`src/hw/rtl/cwf_pkg.sv`:
```
// Shared types and constants for the causal 3x3-style window filter.
// Used by the channel interfaces, the register block, the MAC pipeline
// and the top level. No dependencies.
package cwf_pkg;

  // Field widths fixed by the channel and register definitions
  localparam int PIX_W     = 16;
  localparam int WIDX_W    = 4;
  localparam int ACC_W     = 40;
  localparam int POS_W     = 10;
  localparam int SIZE_W    = 11;
  localparam int NEAR_W    = 3;
  localparam int NEAR_MAX  = 7;
  localparam int BIAS_SHL  = 14;

  // APB register map
  localparam int APB_DW    = 32;
  localparam int APB_AW    = 4;
  localparam logic [1:0] REG_BIAS   = 2'd0;
  localparam logic [1:0] REG_WIDTH  = 2'd1;
  localparam logic [1:0] REG_HEIGHT = 2'd2;

  localparam logic [SIZE_W-1:0] RST_WIDTH  = 11'd1024;
  localparam logic [SIZE_W-1:0] RST_HEIGHT = 11'd1024;

  // Input item kinds
  localparam logic MODE_PIXEL  = 1'b0;
  localparam logic MODE_WEIGHT = 1'b1;

  typedef struct packed {
    logic signed [PIX_W-1:0] bias;
    logic [SIZE_W-1:0]       width;
    logic [SIZE_W-1:0]       height;
  } cfg_t;

  // Per-item tag that travels with the data down the pipeline
  typedef struct packed {
    logic                    is_weight;
    logic [WIDX_W-1:0]       widx;
    logic signed [PIX_W-1:0] wval;
    logic [POS_W-1:0]        row;
    logic [POS_W-1:0]        col;
    logic [NEAR_W-1:0]       col_near;
    logic                    last;
  } meta_t;

endpackage

```
`src/hw/rtl/cwf_cfg_regs.sv`:
```
// APB register block: bias, frame width and frame height.
// Depends on cwf_pkg for the register map and cfg_t.
module cwf_cfg_regs (
  input  logic                        clk,
  input  logic                        rst_n,
  input  logic                        psel,
  input  logic                        penable,
  input  logic                        pwrite,
  input  logic [cwf_pkg::APB_AW-1:0]  paddr,
  input  logic [cwf_pkg::APB_DW-1:0]  pwdata,
  output logic [cwf_pkg::APB_DW-1:0]  prdata,
  output cwf_pkg::cfg_t               cfg
);

  logic [1:0]    reg_idx;
  logic          wr_en;
  cwf_pkg::cfg_t cfg_r;

  assign reg_idx = paddr[cwf_pkg::APB_AW-1:2];
  assign wr_en   = psel && penable && pwrite;
  assign cfg     = cfg_r;

  // Write on the access phase of an APB transfer
  always_ff @(posedge clk) begin
    if (!rst_n) begin
      cfg_r.bias   <= '0;
      cfg_r.width  <= cwf_pkg::RST_WIDTH;
      cfg_r.height <= cwf_pkg::RST_HEIGHT;
    end else if (wr_en) begin
      case (reg_idx)
        cwf_pkg::REG_BIAS:   cfg_r.bias   <= pwdata[cwf_pkg::PIX_W-1:0];
        cwf_pkg::REG_WIDTH:  cfg_r.width  <= pwdata[cwf_pkg::SIZE_W-1:0];
        cwf_pkg::REG_HEIGHT: cfg_r.height <= pwdata[cwf_pkg::SIZE_W-1:0];
        default: ;
      endcase
    end
  end

  // Read back the stored values
  always_comb begin
    case (reg_idx)
      cwf_pkg::REG_BIAS:   prdata = cwf_pkg::APB_DW'(unsigned'(cfg_r.bias));
      cwf_pkg::REG_WIDTH:  prdata = cwf_pkg::APB_DW'(cfg_r.width);
      cwf_pkg::REG_HEIGHT: prdata = cwf_pkg::APB_DW'(cfg_r.height);
      default:             prdata = '0;
    endcase
  end

endmodule

```
`config.mk`:
```
export PLATFORM = sky130hd
export DESIGN_NAME = cwf_cfg_regs
export DESIGN_NICKNAME = d
export VERILOG_FILES = /design/src/hw/rtl/cwf_pkg.sv /design/src/hw/rtl/cwf_cfg_regs.sv
export SDC_FILE = /design/constraint.sdc
export NUM_CORES = 1
export LEC_CHECK = 0
export BUFFER_PORTS_ARGS = -buffer_cell sky130_fd_sc_hd__buf_2
export CORE_UTILIZATION = 40
export CTS_BUF_LIST = sky130_fd_sc_hd__clkbuf_4
export CTS_CLUSTER_DIAMETER = 80
export DETAILED_ROUTE_END_ITERATION = 8
export HOLD_SLACK_MARGIN = 0.15
export PLACE_DENSITY_LB_ADDON = 0.12
export SETUP_SLACK_MARGIN = 0.15
export SYNTH_ARGS = -nofsm -noshare
export SYNTH_HDL_FRONTEND = slang
export SYNTH_SLANG_ARGS = --single-unit
export TNS_END_PERCENT = 10
```
`constraint.sdc`:
```
create_clock -name clk -period 1 [get_ports clk]
set_input_delay 0.05 -clock clk [delete_from_list [all_inputs] [get_ports clk]]
set_output_delay 0.05 -clock clk [all_outputs]
set_load 0.05 [all_outputs]
```
==> reports/results.ini <==
[sta]
maxSlewViolCount = 0
setup_ws_ps = -170
setup_viol = 22
tns_ps = -2110
grt_setup_unrepaired = yes
fmax_mhz = 855
whs_ps = 167
finalClockSkew_ps = 0
hold_viol_final = 0
fin_crit_ps = 1170
finalCritPeriodShare_pct = 117

[yosys]
synth_xor_area_share_pct = 0
yosys.area_share.simple_pct = 18.8
synth_area_um2 = 1850
muxShareOfSynthArea_pct = 26.5
synth_seq_cells = 38
yosysSeqAreaShare_pct = 41.1
synthAdderAreaFrac_pct = 0
avgSynthCellArea_um2 = 9.04
synth_cell_types = 15
synth_top_family_by_area = multiplexers
synth-compound-area-share_pct = 2.97
yosysWarnings = 0
synth_cells = 205

[drt]
dr.pass1.iters = 4
drc = 0
vias = 1767
drtIter0Drc = 75
wire_per_inst_um = 14.1
postRouteAntennaNets = 0
vias_per_cell = 4.79
drt_wl_total_um = 5210

[global_route]
grt_util_met2_pct = 39.7
top_usage_layer = met2
antenna_found_initial = 0
grt_pass1_wl_um = 8420
grt.overflow.total = 0
grt_max_degree = 25
use_met3_pct = 6.20
grt_usage_pct = 22.1
grtUsageMet1_pct = 24.9
first_global_vias = 1731

[final_layout]
nNetsFinal = 357
drive_gt1_share_pct = 55.5
areaGrowthSynthToFinish_pct = 81.2
layout_common_cells = nand2_1, mux2i_1, buf_6
final_area_um2 = 3360
diodes = 0
final_common_cell = nand2_1
largest_reg_flops = 38
final_cell_count_no_fill = 369

[floorplan]
rows = 24
design.core.area_um2 = 4410
start_util_pct = 42.0
die_area_um2 = 4910
fp.dieW_um = 70.1
ios = 111
die_h_um = 70.1

[run_status]
violations = setup timing
status = finished, violations left

[critical_path]
rr_endpoint = cfg[5]
required_ps = 950
critical_path_class = reg2out
critical_path.top_delay_family = flip-flops
path_cells = mux2i_4, o21ai_4, buf_6
crit_path_end_kind = output port
regToRegSetupSlack_ps = 280
start_kind = flip-flop
regToRegStartpoint = cfg[5]
slowest_delay_ps = 380
reg2reg_depth = 3
cp_slowest_cell = dfxtp_4
worst-path-max-fanout = 3
critPathBufInv = 1
crit_arrival_ps = 1120

[hold_path]
hold_depth = 3
holdPathEnd = cfg[10]
worstHoldPathType = in2reg
worstHoldStart = rst_n

[cts]
cts_sinks = 38
cts_buffers = 5
clk_latency_ps = 330
cts_tree = done
cts_root_buf = clkbuf_4
clk_pin_slew_worst_paths_ps = 120
clock_path_buffers = 2
h-tree-depth = 2

[power]
ir_drop_v = 0.000515
power_density_nw_per_um2 = 888
p_total_mw = 2.98
leakage_nw = 1.34

[flow_run]
drv_cap = 0

[placement]
port_buffers = 76
placed_area_um2 = 2580
dp_hpwl_um = 3190
dp.cells = 337
gp_congestion = 0.676

[worst max-delay path by stage]
stage | from | endpoint | slack, ps | cells after the start
after global routing | cfg[6] | prdata[6] | -220 | 3
after global placement | paddr[3] | cfg[21] | -50 | 5
after detailed placement | paddr[2] | prdata[3] | -70 | 6
after floorplan | paddr[3] | cfg[34] | 30 | 4
after CTS | cfg[10] | prdata[10] | -160 | 3
final | cfg[6] | prdata[6] | -170 | 3
[stage by stage]
stage / util [%] / worst slack [ps]
after detailed placement: 58.5 / -69.2
after CTS: 73.9 / -161
after floorplan: - / 26.3
after global routing: 76.0 / -225
final: 76.0 / -170
after global placement: 58.5 / -49.4
[tightest hold or removal path: stages]
cell	delay, ps
buf_2	160
nor2b_1	160
mux2i_1	110
[repair_timing]
item,in CTS,in global routing
endpoints found under the setup margin,54,57
gates resized for setup,118,20
setup buffers,2,4
hold buffers,18,0
endpoints found under the hold margin,38,0
pin swaps,11,0
[layout make-up]
class / count / area (um^2)
multi-input combinational: 153 / 1220
timing repair buffer: 118 / 1150
clock inverter: 2 / 8.76
clock buffer: 6 / 45.0
tap: 52 / 65.1
fill: 281 / 1060
sequential: 38 / 871
[cells in the mapped netlist, drive strengths merged]
cell type	number	area, um^2
nor2b	4	25.0
nor3b	2	25.0
nor2	1	3.75
and2	5	31.3
buf	23	173
nand3	1	10.0
nor3	1	16.3
nand2	63	236
o21ai	11	55.1
conb	1	3.75
mux2i	49	490
dfxtp	38	761
clkbuf	6	22.5
[power breakdown]
| part | total, mW | switching (mW) | leakage, nW | internal [mW] |
|---|---|---|---|---|
| registers | 1.50 | 0.0239 | 0.332 | 1.48 |
| clock network | 0.788 | 0.497 | 0.0331 | 0.292 |
| logic | 0.693 | 0.433 | 0.980 | 0.260 |
[metal layers]
| metal | share of wire (%) | up-vias |
|---|---|---|
| met5 | 0 | - |
| met4 | 0.98 | 0 |
| met3 | 5.2 | 6 |
| met2 | 54 | 75 |
| met1 | 40 | 812 |
| li1 | - | 874 |
[cells by family after synthesis]
group	after synthesis
simple gates	77
flops	38
buf+inv	29
other cells	1
mux	49
compound gates	11
(Power assumes the default switching activity.)
